[config.mk]
export PLATFORM = sky130hd
export DESIGN_NAME = nmea_gga_sentence_parser_core_flat
export DESIGN_NICKNAME = d
export VERILOG_FILES = /design/src/rtl/core/ngga_pkg.sv /design/src/rtl/core/ngga_byte_if.sv /design/src/rtl/core/ngga_fix_if.sv /design/src/rtl/core/ngga_angle.sv /design/src/rtl/core/nmea_gga_sentence_parser_core.sv /design/src/flat_wrapper.sv
export SDC_FILE = /design/constraint.sdc
export NUM_CORES = 2
export LEC_CHECK = 0
export ABC_CLOCK_PERIOD_IN_PS = 13000
export BUFFER_PORTS_ARGS = -buffer_cell sky130_fd_sc_hd__buf_2
export CAP_MARGIN = 20
export CORE_MARGIN = 2
export CORE_UTILIZATION = 64
export CTS_BUF_LIST = sky130_fd_sc_hd__clkbuf_16
export DETAILED_ROUTE_END_ITERATION = 6
export PLACE_DENSITY = 0.9
export SETUP_SLACK_MARGIN = 0.4
export SYNTH_ARGS = -nofsm -noshare
export SYNTH_HDL_FRONTEND = slang
export SYNTH_SLANG_ARGS = --single-unit
[constraint.sdc]
create_clock -name clk -period 13 [get_ports clk]
set_input_delay 1.95 -clock clk [delete_from_list [all_inputs] [get_ports clk]]
set_output_delay 1.95 -clock clk [all_outputs]
set_load 0.005 [all_outputs]
[src/rtl/core/ngga_pkg.sv]
// ---------------------------------------------------------------------------
// ngga_pkg
// Shared types and constants of the GGA sentence parser: character codes,
// field numbers, limits and the stored fix record.
// ---------------------------------------------------------------------------
`default_nettype none

package ngga_pkg;

	// characters
	localparam logic [7:0] CH_LF    = 8'h0A;
	localparam logic [7:0] CH_COMMA = 8'h2C;
	localparam logic [7:0] CH_MINUS = 8'h2D;
	localparam logic [7:0] CH_DOT   = 8'h2E;
	localparam logic [7:0] CH_ZERO  = 8'h30;
	localparam logic [7:0] CH_NINE  = 8'h39;
	localparam logic [7:0] CH_G     = 8'h47;
	localparam logic [7:0] CH_A     = 8'h41;

	// field numbers: count of commas seen on the line
	localparam logic [3:0] F_NONE = 4'd0;
	localparam logic [3:0] F_TIME = 4'd1;
	localparam logic [3:0] F_LAT  = 4'd2;
	localparam logic [3:0] F_NS   = 4'd3;
	localparam logic [3:0] F_LON  = 4'd4;
	localparam logic [3:0] F_EW   = 4'd5;
	localparam logic [3:0] F_QUAL = 4'd6;
	localparam logic [3:0] F_SATS = 4'd7;
	localparam logic [3:0] F_HDOP = 4'd8;
	localparam logic [3:0] F_ALT  = 4'd9;
	localparam logic [3:0] F_UNIT = 4'd10;
	localparam logic [3:0] F_DONE = 4'd11;

	// line flag bits
	localparam logic [3:0] FLAGS_LINE  = 4'hE;
	localparam logic [3:0] KEEP_NO_TIM = 4'hD;
	localparam logic [3:0] KEEP_NO_POS = 4'hB;
	localparam logic [3:0] KEEP_NO_ALT = 4'h7;

	// field lengths
	localparam logic [4:0] MAX_FIELD_CHARS = 5'd15;
	localparam logic [4:0] FLEN_MAX        = 5'd31;
	localparam logic [4:0] LEN_TIME        = 5'd8;
	localparam logic [4:0] LEN_LAT         = 5'd9;
	localparam logic [4:0] LEN_LON         = 5'd10;
	localparam logic [4:0] LEN_CHAR        = 5'd1;
	localparam logic [2:0] CPOS_MAX        = 3'd7;
	localparam logic [2:0] CPOS_ID_DONE    = 3'd6;

	// arithmetic limits
	localparam logic [39:0] ACC_CAP       = 40'd100_000_000_000;
	localparam logic [39:0] ALT_OVF_X100  = 40'd20_000_000;
	localparam logic [39:0] ALT_OVF_X10   = 40'd200_000_000;
	localparam logic [39:0] ALT_OVF_X1    = 40'd2_000_000_000;
	localparam logic [31:0] ALT_LIMIT     = 32'd2_000_000_000;
	localparam logic [29:0] LAT_LIMIT     = 30'd999_999_999;
	localparam logic [33:0] DEG_SCALE     = 34'd10_000_000;
	// (2^27 + 1) / 3, exact floor(x/3) for x below 2^27
	localparam logic [26:0] DIV3_MUL      = 27'd44_739_243;

	typedef struct packed {
		logic [3:0]         flags;
		logic [6:0]         hour;
		logic [6:0]         minute;
		logic [6:0]         second;
		logic [29:0]        lat;
		logic [7:0]         lat_hemi;
		logic [33:0]        lon;
		logic [7:0]         lon_hemi;
		logic [7:0]         sats;
		logic signed [31:0] alt;
		logic [7:0]         unit;
	} fix_t;

endpackage

`default_nettype wire

[src/rtl/core/ngga_byte_if.sv]
// ---------------------------------------------------------------------------
// ngga_byte_if
// Valid/ready channel carrying one received character per beat.
// ---------------------------------------------------------------------------
`default_nettype none

interface ngga_byte_if;
	logic       valid;
	logic       ready;
	logic [7:0] rx_byte;

	modport source (output valid, output rx_byte, input ready);
	modport sink (input valid, input rx_byte, output ready);
endinterface

`default_nettype wire

[src/rtl/core/ngga_fix_if.sv]
// ---------------------------------------------------------------------------
// ngga_fix_if
// Valid/ready channel carrying one decoded GGA fix per beat.
// ---------------------------------------------------------------------------
`default_nettype none

interface ngga_fix_if;
	logic               valid;
	logic               ready;
	logic [3:0]         valid_flags;
	logic [6:0]         hour;
	logic [6:0]         minute;
	logic [6:0]         second;
	logic [29:0]        latitude_e7;
	logic [7:0]         lat_hemisphere;
	logic [33:0]        longitude_e7;
	logic [7:0]         lon_hemisphere;
	logic [7:0]         satellites;
	logic signed [31:0] altitude_cm;
	logic [7:0]         alt_unit;

	modport source (
		output valid, input ready,
		output valid_flags, output hour, output minute, output second,
		output latitude_e7, output lat_hemisphere, output longitude_e7,
		output lon_hemisphere, output satellites, output altitude_cm,
		output alt_unit
	);
	modport sink (
		input valid, output ready,
		input valid_flags, input hour, input minute, input second,
		input latitude_e7, input lat_hemisphere, input longitude_e7,
		input lon_hemisphere, input satellites, input altitude_cm,
		input alt_unit
	);
endinterface

`default_nettype wire

[src/rtl/core/ngga_angle.sv]
// ---------------------------------------------------------------------------
// ngga_angle
// Converts whole degrees plus six minute digits (mm.mmmm as an integer)
// into 1e-7 degree units: deg * 1e7 + floor(minutes * 50 / 3).
// ---------------------------------------------------------------------------
`default_nettype none

module ngga_angle
	import ngga_pkg::*;
(
	input  logic [9:0]  deg,
	input  logic [19:0] min_digits,
	output logic [33:0] angle
);

	logic [33:0] deg_part;
	logic [20:0] two_min;
	logic [47:0] div3_prod;

	// 50/3 = 16 + 2/3, so only 2*m needs the divide by three
	assign deg_part  = {24'b0, deg} * DEG_SCALE;
	assign two_min   = {min_digits, 1'b0};
	assign div3_prod = {27'b0, two_min} * {21'b0, DIV3_MUL};

	assign angle = deg_part + {10'b0, min_digits, 4'b0} + {13'b0, div3_prod[47:27]};

endmodule

`default_nettype wire

[src/rtl/core/nmea_gga_sentence_parser_core.sv]
// ---------------------------------------------------------------------------
// nmea_gga_sentence_parser_core
// Streaming NMEA 0183 GGA decoder, one character per beat.
// ---------------------------------------------------------------------------
// rx carries received characters; every line ends at a newline (0x0A).
// Lines whose id bytes 3..5 read GGA have their comma fields decoded into a
// stored fix as each field closes. At the newline of such a line one beat
// leaves on fix with the stored fix and the line's flags; other lines give
// no beat.
// A character is registered on acceptance and decoded from the input register;
// the newline's decode loads the output register, which raises fix.valid.
// Throughput is one character per cycle unless fix stalls, set by the single
// decode stage. When fix is stalled a pending result stays in the output
// register; only a second newline that would emit is held in the input
// register, which drops rx.ready until the output frees.
// Reset clears the line state, the stored fix and both valid bits.
// ---------------------------------------------------------------------------
`default_nettype none

module nmea_gga_sentence_parser_core
	import ngga_pkg::*;
(
	input  logic       clk,
	input  logic       arst_n,
	ngga_byte_if.sink  rx,
	ngga_fix_if.source fix
);

	// input stage
	logic       valid_s1;
	logic [7:0] byte_s1;

	// line and field state
	logic [2:0]  char_pos_q, char_pos_d;
	logic        is_gga_q, is_gga_d;
	logic [3:0]  field_num_q, field_num_d;
	logic [4:0]  field_len_q, field_len_d;
	logic [39:0] acc_q, acc_d;
	logic [1:0]  frac_q, frac_d;
	logic        neg_q, neg_d;
	logic [9:0]  deg_q, deg_d;
	logic [3:0]  line_flags_q, line_flags_d;
	logic [6:0]  t_hh_q, t_hh_d;
	logic [6:0]  t_mm_q, t_mm_d;
	logic [6:0]  t_ss_q, t_ss_d;
	fix_t        fix_q, fix_d;

	// output register
	logic       out_valid_q;
	fix_t       out_q;
	fix_t       out_d;

	logic        line_ok, emit, out_free, step;
	logic        is_digit, collecting;
	logic [3:0]  digit;
	logic [39:0] acc_push;
	logic [33:0] angle;
	logic [29:0] lat_sat;
	logic        alt_ovf;
	logic [31:0] alt_mag;
	logic [3:0]  out_flags;

	ngga_angle u_angle (
		.deg        (deg_q),
		.min_digits (acc_q[19:0]),
		.angle      (angle)
	);

	assign line_ok  = is_gga_q && (char_pos_q >= CPOS_ID_DONE);
	assign emit     = (byte_s1 == CH_LF) && line_ok;
	assign out_free = !out_valid_q || fix.ready;
	assign step     = valid_s1 && (!emit || out_free);
	assign rx.ready = !valid_s1 || !emit || out_free;

	assign is_digit = (byte_s1 >= CH_ZERO) && (byte_s1 <= CH_NINE);
	assign digit    = is_digit ? byte_s1[3:0] : 4'd0;
	assign acc_push = (acc_q < ACC_CAP) ? (acc_q << 3) + (acc_q << 1) + {36'b0, digit} : acc_q;
	assign lat_sat  = (angle > {4'b0, LAT_LIMIT}) ? LAT_LIMIT : angle[29:0];
	assign collecting = (field_num_q >= F_TIME) && (field_num_q <= F_UNIT);

	// altitude scaling by the number of decimals seen
	always_comb begin
		if (frac_q <= 2'd1) begin
			alt_ovf = acc_q > ALT_OVF_X100;
			alt_mag = acc_q[31:0] * 32'd100;
		end else if (frac_q == 2'd2) begin
			alt_ovf = acc_q > ALT_OVF_X10;
			alt_mag = acc_q[31:0] * 32'd10;
		end else begin
			alt_ovf = acc_q > ALT_OVF_X1;
			alt_mag = acc_q[31:0];
		end
		if (alt_ovf) begin
			alt_mag = ALT_LIMIT;
		end
	end

	always_comb begin
		char_pos_d   = char_pos_q;
		is_gga_d     = is_gga_q;
		field_num_d  = field_num_q;
		field_len_d  = field_len_q;
		acc_d        = acc_q;
		frac_d       = frac_q;
		neg_d        = neg_q;
		deg_d        = deg_q;
		line_flags_d = line_flags_q;
		t_hh_d       = t_hh_q;
		t_mm_d       = t_mm_q;
		t_ss_d       = t_ss_q;
		fix_d        = fix_q;

		if (byte_s1 == CH_LF) begin
			if (line_ok && field_num_q != F_NONE) begin
				fix_d.flags = line_flags_q & FLAGS_LINE;
			end
			char_pos_d   = '0;
			is_gga_d     = 1'b0;
			field_num_d  = F_NONE;
			line_flags_d = '0;
			field_len_d  = '0;
			acc_d        = '0;
			frac_d       = '0;
			neg_d        = 1'b0;
			deg_d        = '0;
			t_hh_d       = '0;
			t_mm_d       = '0;
			t_ss_d       = '0;
		end else begin
			if (byte_s1 == CH_COMMA) begin
				// close the current field
				case (field_num_q)
					F_NONE: begin
						line_flags_d = FLAGS_LINE;
					end
					F_TIME: begin
						if (field_len_q != LEN_TIME) begin
							line_flags_d = line_flags_q & KEEP_NO_TIM;
						end else if (line_ok) begin
							fix_d.hour   = t_hh_q;
							fix_d.minute = t_mm_q;
							fix_d.second = t_ss_q;
						end
					end
					F_LAT: begin
						if (field_len_q != LEN_LAT) begin
							line_flags_d = line_flags_q & KEEP_NO_POS;
						end else if (line_ok) begin
							fix_d.lat = lat_sat;
						end
					end
					F_NS: begin
						if (field_len_q != LEN_CHAR) begin
							line_flags_d = line_flags_q & KEEP_NO_POS;
						end else if (line_ok) begin
							fix_d.lat_hemi = acc_q[7:0];
						end
					end
					F_LON: begin
						if (field_len_q != LEN_LON) begin
							line_flags_d = line_flags_q & KEEP_NO_POS;
						end else if (line_ok) begin
							fix_d.lon = angle;
						end
					end
					F_EW: begin
						if (field_len_q != LEN_CHAR) begin
							line_flags_d = line_flags_q & KEEP_NO_POS;
						end else if (line_ok) begin
							fix_d.lon_hemi = acc_q[7:0];
						end
					end
					F_SATS: begin
						if (field_len_q <= MAX_FIELD_CHARS && line_ok) begin
							fix_d.sats = (|acc_q[39:8]) ? 8'hFF : acc_q[7:0];
						end
					end
					F_ALT: begin
						if (field_len_q <= MAX_FIELD_CHARS && line_ok) begin
							fix_d.alt = neg_q ? -$signed(alt_mag) : $signed(alt_mag);
						end
					end
					F_UNIT: begin
						if (field_len_q != LEN_CHAR) begin
							line_flags_d = line_flags_q & KEEP_NO_ALT;
						end else if (line_ok) begin
							fix_d.unit = acc_q[7:0];
						end
					end
					default: begin
					end
				endcase
				if (field_num_q < F_DONE) begin
					field_num_d = field_num_q + 4'd1;
				end
				field_len_d = '0;
				acc_d       = '0;
				frac_d      = '0;
				neg_d       = 1'b0;
				deg_d       = '0;
				t_hh_d      = '0;
				t_mm_d      = '0;
				t_ss_d      = '0;
			end else if (collecting) begin
				case (field_num_q)
					F_TIME: begin
						if (field_len_q < 5'd2) begin
							t_hh_d = t_hh_q * 7'd10 + {3'b0, digit};
						end else if (field_len_q < 5'd4) begin
							t_mm_d = t_mm_q * 7'd10 + {3'b0, digit};
						end else if (field_len_q < 5'd6) begin
							t_ss_d = t_ss_q * 7'd10 + {3'b0, digit};
						end
					end
					F_LAT: begin
						if (field_len_q < 5'd2) begin
							deg_d = deg_q * 10'd10 + {6'b0, digit};
						end else if (field_len_q != 5'd4 && field_len_q < 5'd9) begin
							acc_d = acc_push;
						end
					end
					F_LON: begin
						if (field_len_q < 5'd3) begin
							deg_d = deg_q * 10'd10 + {6'b0, digit};
						end else if (field_len_q != 5'd5 && field_len_q < 5'd10) begin
							acc_d = acc_push;
						end
					end
					F_NS, F_EW, F_UNIT: begin
						if (field_len_q == '0) begin
							acc_d = {32'b0, byte_s1};
						end
					end
					F_SATS: begin
						acc_d = acc_push;
					end
					F_ALT: begin
						// sign only in first place, first dot opens the decimals
						if (field_len_q == '0 && byte_s1 == CH_MINUS) begin
							neg_d = 1'b1;
						end else if (byte_s1 == CH_DOT && frac_q == 2'd0) begin
							frac_d = 2'd1;
						end else if (frac_q == 2'd0) begin
							acc_d = acc_push;
						end else if (frac_q < 2'd3) begin
							acc_d  = acc_push;
							frac_d = frac_q + 2'd1;
						end
					end
					default: begin
					end
				endcase
				if (field_len_q < FLEN_MAX) begin
					field_len_d = field_len_q + 5'd1;
				end
			end

			// id check on bytes 3..5
			case (char_pos_q)
				3'd3: is_gga_d = (byte_s1 == CH_G);
				3'd4: is_gga_d = is_gga_q && (byte_s1 == CH_G);
				3'd5: is_gga_d = is_gga_q && (byte_s1 == CH_A);
				default: is_gga_d = is_gga_q;
			endcase
			if (char_pos_q < CPOS_MAX) begin
				char_pos_d = char_pos_q + 3'd1;
			end
		end
	end

	assign out_flags = fix_d.flags | {3'b0, field_num_q >= F_DONE};

	always_comb begin
		out_d       = fix_d;
		out_d.flags = out_flags;
	end

	always_ff @(posedge clk or negedge arst_n) begin
		if (!arst_n) begin
			valid_s1 <= 1'b0;
		end else if (rx.valid && rx.ready) begin
			valid_s1 <= 1'b1;
		end else if (step) begin
			valid_s1 <= 1'b0;
		end
	end

	always_ff @(posedge clk) begin
		if (rx.valid && rx.ready) begin
			byte_s1 <= rx.rx_byte;
		end
	end

	always_ff @(posedge clk or negedge arst_n) begin
		if (!arst_n) begin
			char_pos_q   <= '0;
			is_gga_q     <= 1'b0;
			field_num_q  <= F_NONE;
			field_len_q  <= '0;
			acc_q        <= '0;
			frac_q       <= '0;
			neg_q        <= 1'b0;
			deg_q        <= '0;
			line_flags_q <= '0;
			t_hh_q       <= '0;
			t_mm_q       <= '0;
			t_ss_q       <= '0;
			fix_q        <= '0;
		end else if (step) begin
			char_pos_q   <= char_pos_d;
			is_gga_q     <= is_gga_d;
			field_num_q  <= field_num_d;
			field_len_q  <= field_len_d;
			acc_q        <= acc_d;
			frac_q       <= frac_d;
			neg_q        <= neg_d;
			deg_q        <= deg_d;
			line_flags_q <= line_flags_d;
			t_hh_q       <= t_hh_d;
			t_mm_q       <= t_mm_d;
			t_ss_q       <= t_ss_d;
			fix_q        <= fix_d;
		end
	end

	always_ff @(posedge clk or negedge arst_n) begin
		if (!arst_n) begin
			out_valid_q <= 1'b0;
		end else if (step && emit) begin
			out_valid_q <= 1'b1;
		end else if (fix.ready) begin
			out_valid_q <= 1'b0;
		end
	end

	always_ff @(posedge clk) begin
		if (step && emit) begin
			out_q <= out_d;
		end
	end

	assign fix.valid          = out_valid_q;
	assign fix.valid_flags    = out_q.flags;
	assign fix.hour           = out_q.hour;
	assign fix.minute         = out_q.minute;
	assign fix.second         = out_q.second;
	assign fix.latitude_e7    = out_q.lat;
	assign fix.lat_hemisphere = out_q.lat_hemi;
	assign fix.longitude_e7   = out_q.lon;
	assign fix.lon_hemisphere = out_q.lon_hemi;
	assign fix.satellites     = out_q.sats;
	assign fix.altitude_cm    = out_q.alt;
	assign fix.alt_unit       = out_q.unit;

endmodule

`default_nettype wire

[src/flat_wrapper.sv]
// flat-port wrapper written by rule: the top's interface ports become plain ports
module nmea_gga_sentence_parser_core_flat import ngga_pkg::*;
  (clk, arst_n, rx_valid, rx_rx_byte, rx_ready, fix_valid, fix_ready, fix_valid_flags, fix_hour, fix_minute, fix_second, fix_latitude_e7, fix_lat_hemisphere, fix_longitude_e7, fix_lon_hemisphere, fix_satellites, fix_altitude_cm, fix_alt_unit);
  ngga_byte_if rx_i ();
  ngga_fix_if fix_i ();
  input  logic clk;
  input  logic arst_n;
  input wire logic [$bits(rx_i.valid)-1:0] rx_valid;
  input wire logic [$bits(rx_i.rx_byte)-1:0] rx_rx_byte;
  output wire logic [$bits(rx_i.ready)-1:0] rx_ready;
  output wire logic [$bits(fix_i.valid)-1:0] fix_valid;
  input wire logic [$bits(fix_i.ready)-1:0] fix_ready;
  output wire logic [$bits(fix_i.valid_flags)-1:0] fix_valid_flags;
  output wire logic [$bits(fix_i.hour)-1:0] fix_hour;
  output wire logic [$bits(fix_i.minute)-1:0] fix_minute;
  output wire logic [$bits(fix_i.second)-1:0] fix_second;
  output wire logic [$bits(fix_i.latitude_e7)-1:0] fix_latitude_e7;
  output wire logic [$bits(fix_i.lat_hemisphere)-1:0] fix_lat_hemisphere;
  output wire logic [$bits(fix_i.longitude_e7)-1:0] fix_longitude_e7;
  output wire logic [$bits(fix_i.lon_hemisphere)-1:0] fix_lon_hemisphere;
  output wire logic [$bits(fix_i.satellites)-1:0] fix_satellites;
  output wire logic [$bits(fix_i.altitude_cm)-1:0] fix_altitude_cm;
  output wire logic [$bits(fix_i.alt_unit)-1:0] fix_alt_unit;
  assign rx_i.valid = rx_valid;
  assign rx_i.rx_byte = rx_rx_byte;
  assign rx_ready = rx_i.ready;
  assign fix_valid = fix_i.valid;
  assign fix_i.ready = fix_ready;
  assign fix_valid_flags = fix_i.valid_flags;
  assign fix_hour = fix_i.hour;
  assign fix_minute = fix_i.minute;
  assign fix_second = fix_i.second;
  assign fix_latitude_e7 = fix_i.latitude_e7;
  assign fix_lat_hemisphere = fix_i.lat_hemisphere;
  assign fix_longitude_e7 = fix_i.longitude_e7;
  assign fix_lon_hemisphere = fix_i.lon_hemisphere;
  assign fix_satellites = fix_i.satellites;
  assign fix_altitude_cm = fix_i.altitude_cm;
  assign fix_alt_unit = fix_i.alt_unit;
  nmea_gga_sentence_parser_core u_core (.clk(clk), .arst_n(arst_n), .rx(rx_i), .fix(fix_i));
endmodule
==> impl_metrics.json <==
{
  "cp_slowest_cell": "and3_1",
  "power_w": 0.00348,
  "synth_area_per_cell_um2": 9.47,
  "ys_seq_area_share_pct": 29.5,
  "synth_most_common_cell": "ha_1",
  "cts_hold_buf": 0,
  "cts_root_buf": "clkbuf_16",
  "ys_top_cells_by_area": "ha_1, dfrtp_1, edfxtp_1, fa_1, inv_1",
  "start_util_pct": 64.5,
  "skew_ns": 0.0310,
  "synth-edff-count": 161,
  "arrival_ns": 12.01,
  "fmax_ghz": 0.0852,
  "rsz0062_at_grt": "no",
  "setup_tns_ns": 0,
  "clk_pin_slew_ns": 0.07,
  "synthAdderAreaFrac_pct": 28.0,
  "synthSimpleGateAreaFrac_pct": 13.3,
  "critPathKind": "flip-flop to flip-flop",
  "grt_pass1_vias": 31482,
  "overflow": 0,
  "die_h_um": 245,
  "synth.area.mux_share_pct": 3.26,
  "worst_pin_slew_ns": 1.18,
  "dpl.hpwl_um": 79300,
  "crit_top_cell": "fa_1",
  "r2r_slack_ns": 1.27,
  "die_width_um": 245,
  "finish.utilization_pct": 69.7,
  "maxCapViolCount": 0,
  "ir_worst_vdd_mv": 0.135,
  "syn-cell-area_mm2": 0.0372,
  "p_per_area_mw_per_mm2": 86.6,
  "insertion_delay_ns": 0.60,
  "setup_violations": 0,
  "cts_tree": "yes",
  "endpoint_kind": "flip-flop",
  "wire_per_inst_um": 22.2,
  "firstDrtPassIters": 7,
  "fin_hold_ws_ns": 0.474,
  "cts_resized": 0,
  "io_pins": 167,
  "cp_max_fo": 24,
  "slew_viol_final": 0,
  "ff2ff_path_depth": 34,
  "fp.coreArea_mm2": 0.0576,
  "fin_crit_ns": 11.73,
  "cp-start-kind": "flip-flop",
  "syn_nets": 4646,
  "dieArea_mm2": 0.0600,
  "fp-row-count": 88,
  "area_delta_synth_final_pct": 7.97,
  "cts_setup_buffers": 0,
  "ys_async_sr_fraction_pct": 60.3,
  "placed_cells": 4736,
  "grt_max_degree": 156,
  "cp.required_ns": 13.28,
  "drt_iter0_markers": 3920,
  "violations": "DRC",
  "cts_inserted_buffers": 43,
  "totalWireLength_um": 107000,
  "postRouteAntennaNets": 0,
  "ys_ff_latch": 406,
  "io_buffers": 166,
  "cts.sinks": 406,
  "drc": 20,
  "holdPathStages": 2,
  "yosys-top-cells-count": "ha_1, inv_1, nand2_1",
  "synth_top_family_by_area": "adder cells",
  "synthCells": 3924,
  "grt_pass1_wl_um": 169000,
  "viasPerCell": 6.51,
  "relSlewSlack_pct": 20.9,
  "clockBufferDepth": 3,
  "synth_top_area_share_pct": 17.1,
  "instances_no_fill": 4822,
  "drive_above_1_share_pct": 10.5,
  "fin_crit_sh_pct": 90.2,
  "cts_max_level": 2,
  "finalNetCount": 4742,
  "grt_util_all_layers_pct": 35.5,
  "p_leak_nw": 20.9,
  "synth-compound-area-share_pct": 15.4,
  "hold_viol": 0,
  "gp_congestion": 1.03,
  "yosysTopAreaCell": "ha_1",
  "dr_total_vias": 31399,
  "synthFlopType": "dfrtp_1",
  "hold_class": "flip-flop to flip-flop",
  "synth_xor_xnor_area_share_pct": 4.01,
  "synth_cell_types": 103,
  "worst_path_largest_cell_delay_ns": 0.83,
  "outcome": "complete, but fails checks",
  "antenna_found_initial": 2,
  "ys_warn_count": 0
}
placed cells by master (no fill, tap or decap), types with 16 or more instances in the layout:
cell / Yosys / final
clkbuf_16: 0 / 45
o211ai_1: 18 / 18
nor3_1: 51 / 50
xnor2_1: 109 / 109
mux2_2: 87 / 87
or3_1: 27 / 27
a211oi_1: 27 / 26
fa_1: 202 / 202
a31oi_1: 34 / 34
nand3_1: 74 / 74
a21o_1: 66 / 66
o31ai_1: 33 / 33
ha_1: 508 / 508
xor2_1: 61 / 61
and2_1: 18 / 17
buf_4: 0 / 29
nor2b_1: 21 / 20
nor2_1: 200 / 198
o21bai_1: 20 / 20
nand2b_1: 32 / 32
nand2_1: 443 / 441
dfrtp_1: 245 / 245
and3_1: 33 / 32
inv_1: 494 / 504
or2_2: 16 / 16
o21ai_1: 30 / 31
mux2i_1: 23 / 23
edfxtp_1: 161 / 161
buf_2: 13 / 165
o21a_1: 20 / 20
nand4_1: 41 / 41
a21oi_1: 193 / 193
o21ai_0: 192 / 190
a22o_1: 50 / 50
routing by layer:
layer  global-route usage (%)  vias to the layer above  routed length, um
met5                        0                        -                  0
met4                     20.8                        0               6690
met3                     7.17                      495              10600
met2                     57.3                     1921              49600
met1                     44.5                    15101              40200
li1                         -                    13882                  -
final cells by class:
type,instances,area (um^2)
clock buffer,45,1130
fill,3884,17500
inverter,494,1850
antenna,2,5.00
clock inverter,35,283
timing repair buffer,199,1140
tap,765,957
multi-input combinational,2876,23800
sequential,406,11000
kinds of logic (layout without fill, tap and decap cells):
kind of cell | Yosys count | count (layout)
AOI/OAI and AO/OA | 852 | 852
xor gates and xnor gates | 170 | 170
adders and majority gates | 710 | 710
buffers and inverters | 642 | 773
DFF | 406 | 406
muxes | 110 | 110
other | 0 | 2
and+or+nand+nor | 1034 | 1034
metrics by stage:
step                      setup WS, ns  cell area [um^2]
final                             1.27             40100
after global routing             0.613             40100
after CTS                         1.05             40100
after detailed placement          1.13             38700
after global placement            1.48             38600
after floorplan                   2.71             37200
final timing paths:
path,from,to
min in group asynchronous,arst_n,u_core.fix_q[35]
max,u_core.acc_q[19],u_core.fix.latitude_e7[19]
min reg2reg,u_core.fix_q[79],u_core.fix_q[79]
max reg2reg,u_core.acc_q[19],u_core.fix.latitude_e7[19]
min,u_core.fix_q[79],u_core.fix_q[79]
max in group asynchronous,arst_n,u_core.fix_q[89]
where the power goes:
| group | internal (W) | leakage, nW | switching (W) |
|---|---|---|---|
| Combinational | 0.000289 | 15.2 | 0.000514 |
| Clock | 0.000695 | 0.710 | 0.000557 |
| Sequential | 0.00137 | 4.96 | 0.0000558 |
| Total | 0.00235 | 20.9 | 0.00113 |
worst max-delay path: cells and delay by family (launching register included):
family / cells / cell delay, ns
simple gates: 4 / 1.81
flops: 1 / 0.71
xor+xnor: 2 / 0.49
fa+ha+maj: 10 / 4.80
buf+inv: 4 / 0.42
compound gates: 14 / 3.17
sequential cells by signal (all words and copies together) (netlist names), 8 cells and up:
signal                     cells
u_core.acc_q                  40
u_core.byte_s1                 8
u_core.deg_q                  10
u_core.fix.alt_unit            8
u_core.fix.altitude_cm        32
u_core.fix.lat_hemisphere      8
u_core.fix.latitude_e7        30
u_core.fix.lon_hemisphere      8
u_core.fix.longitude_e7       34
u_core.fix.satellites          8
u_core.fix_q                 153
(Power assumes the default switching activity.)
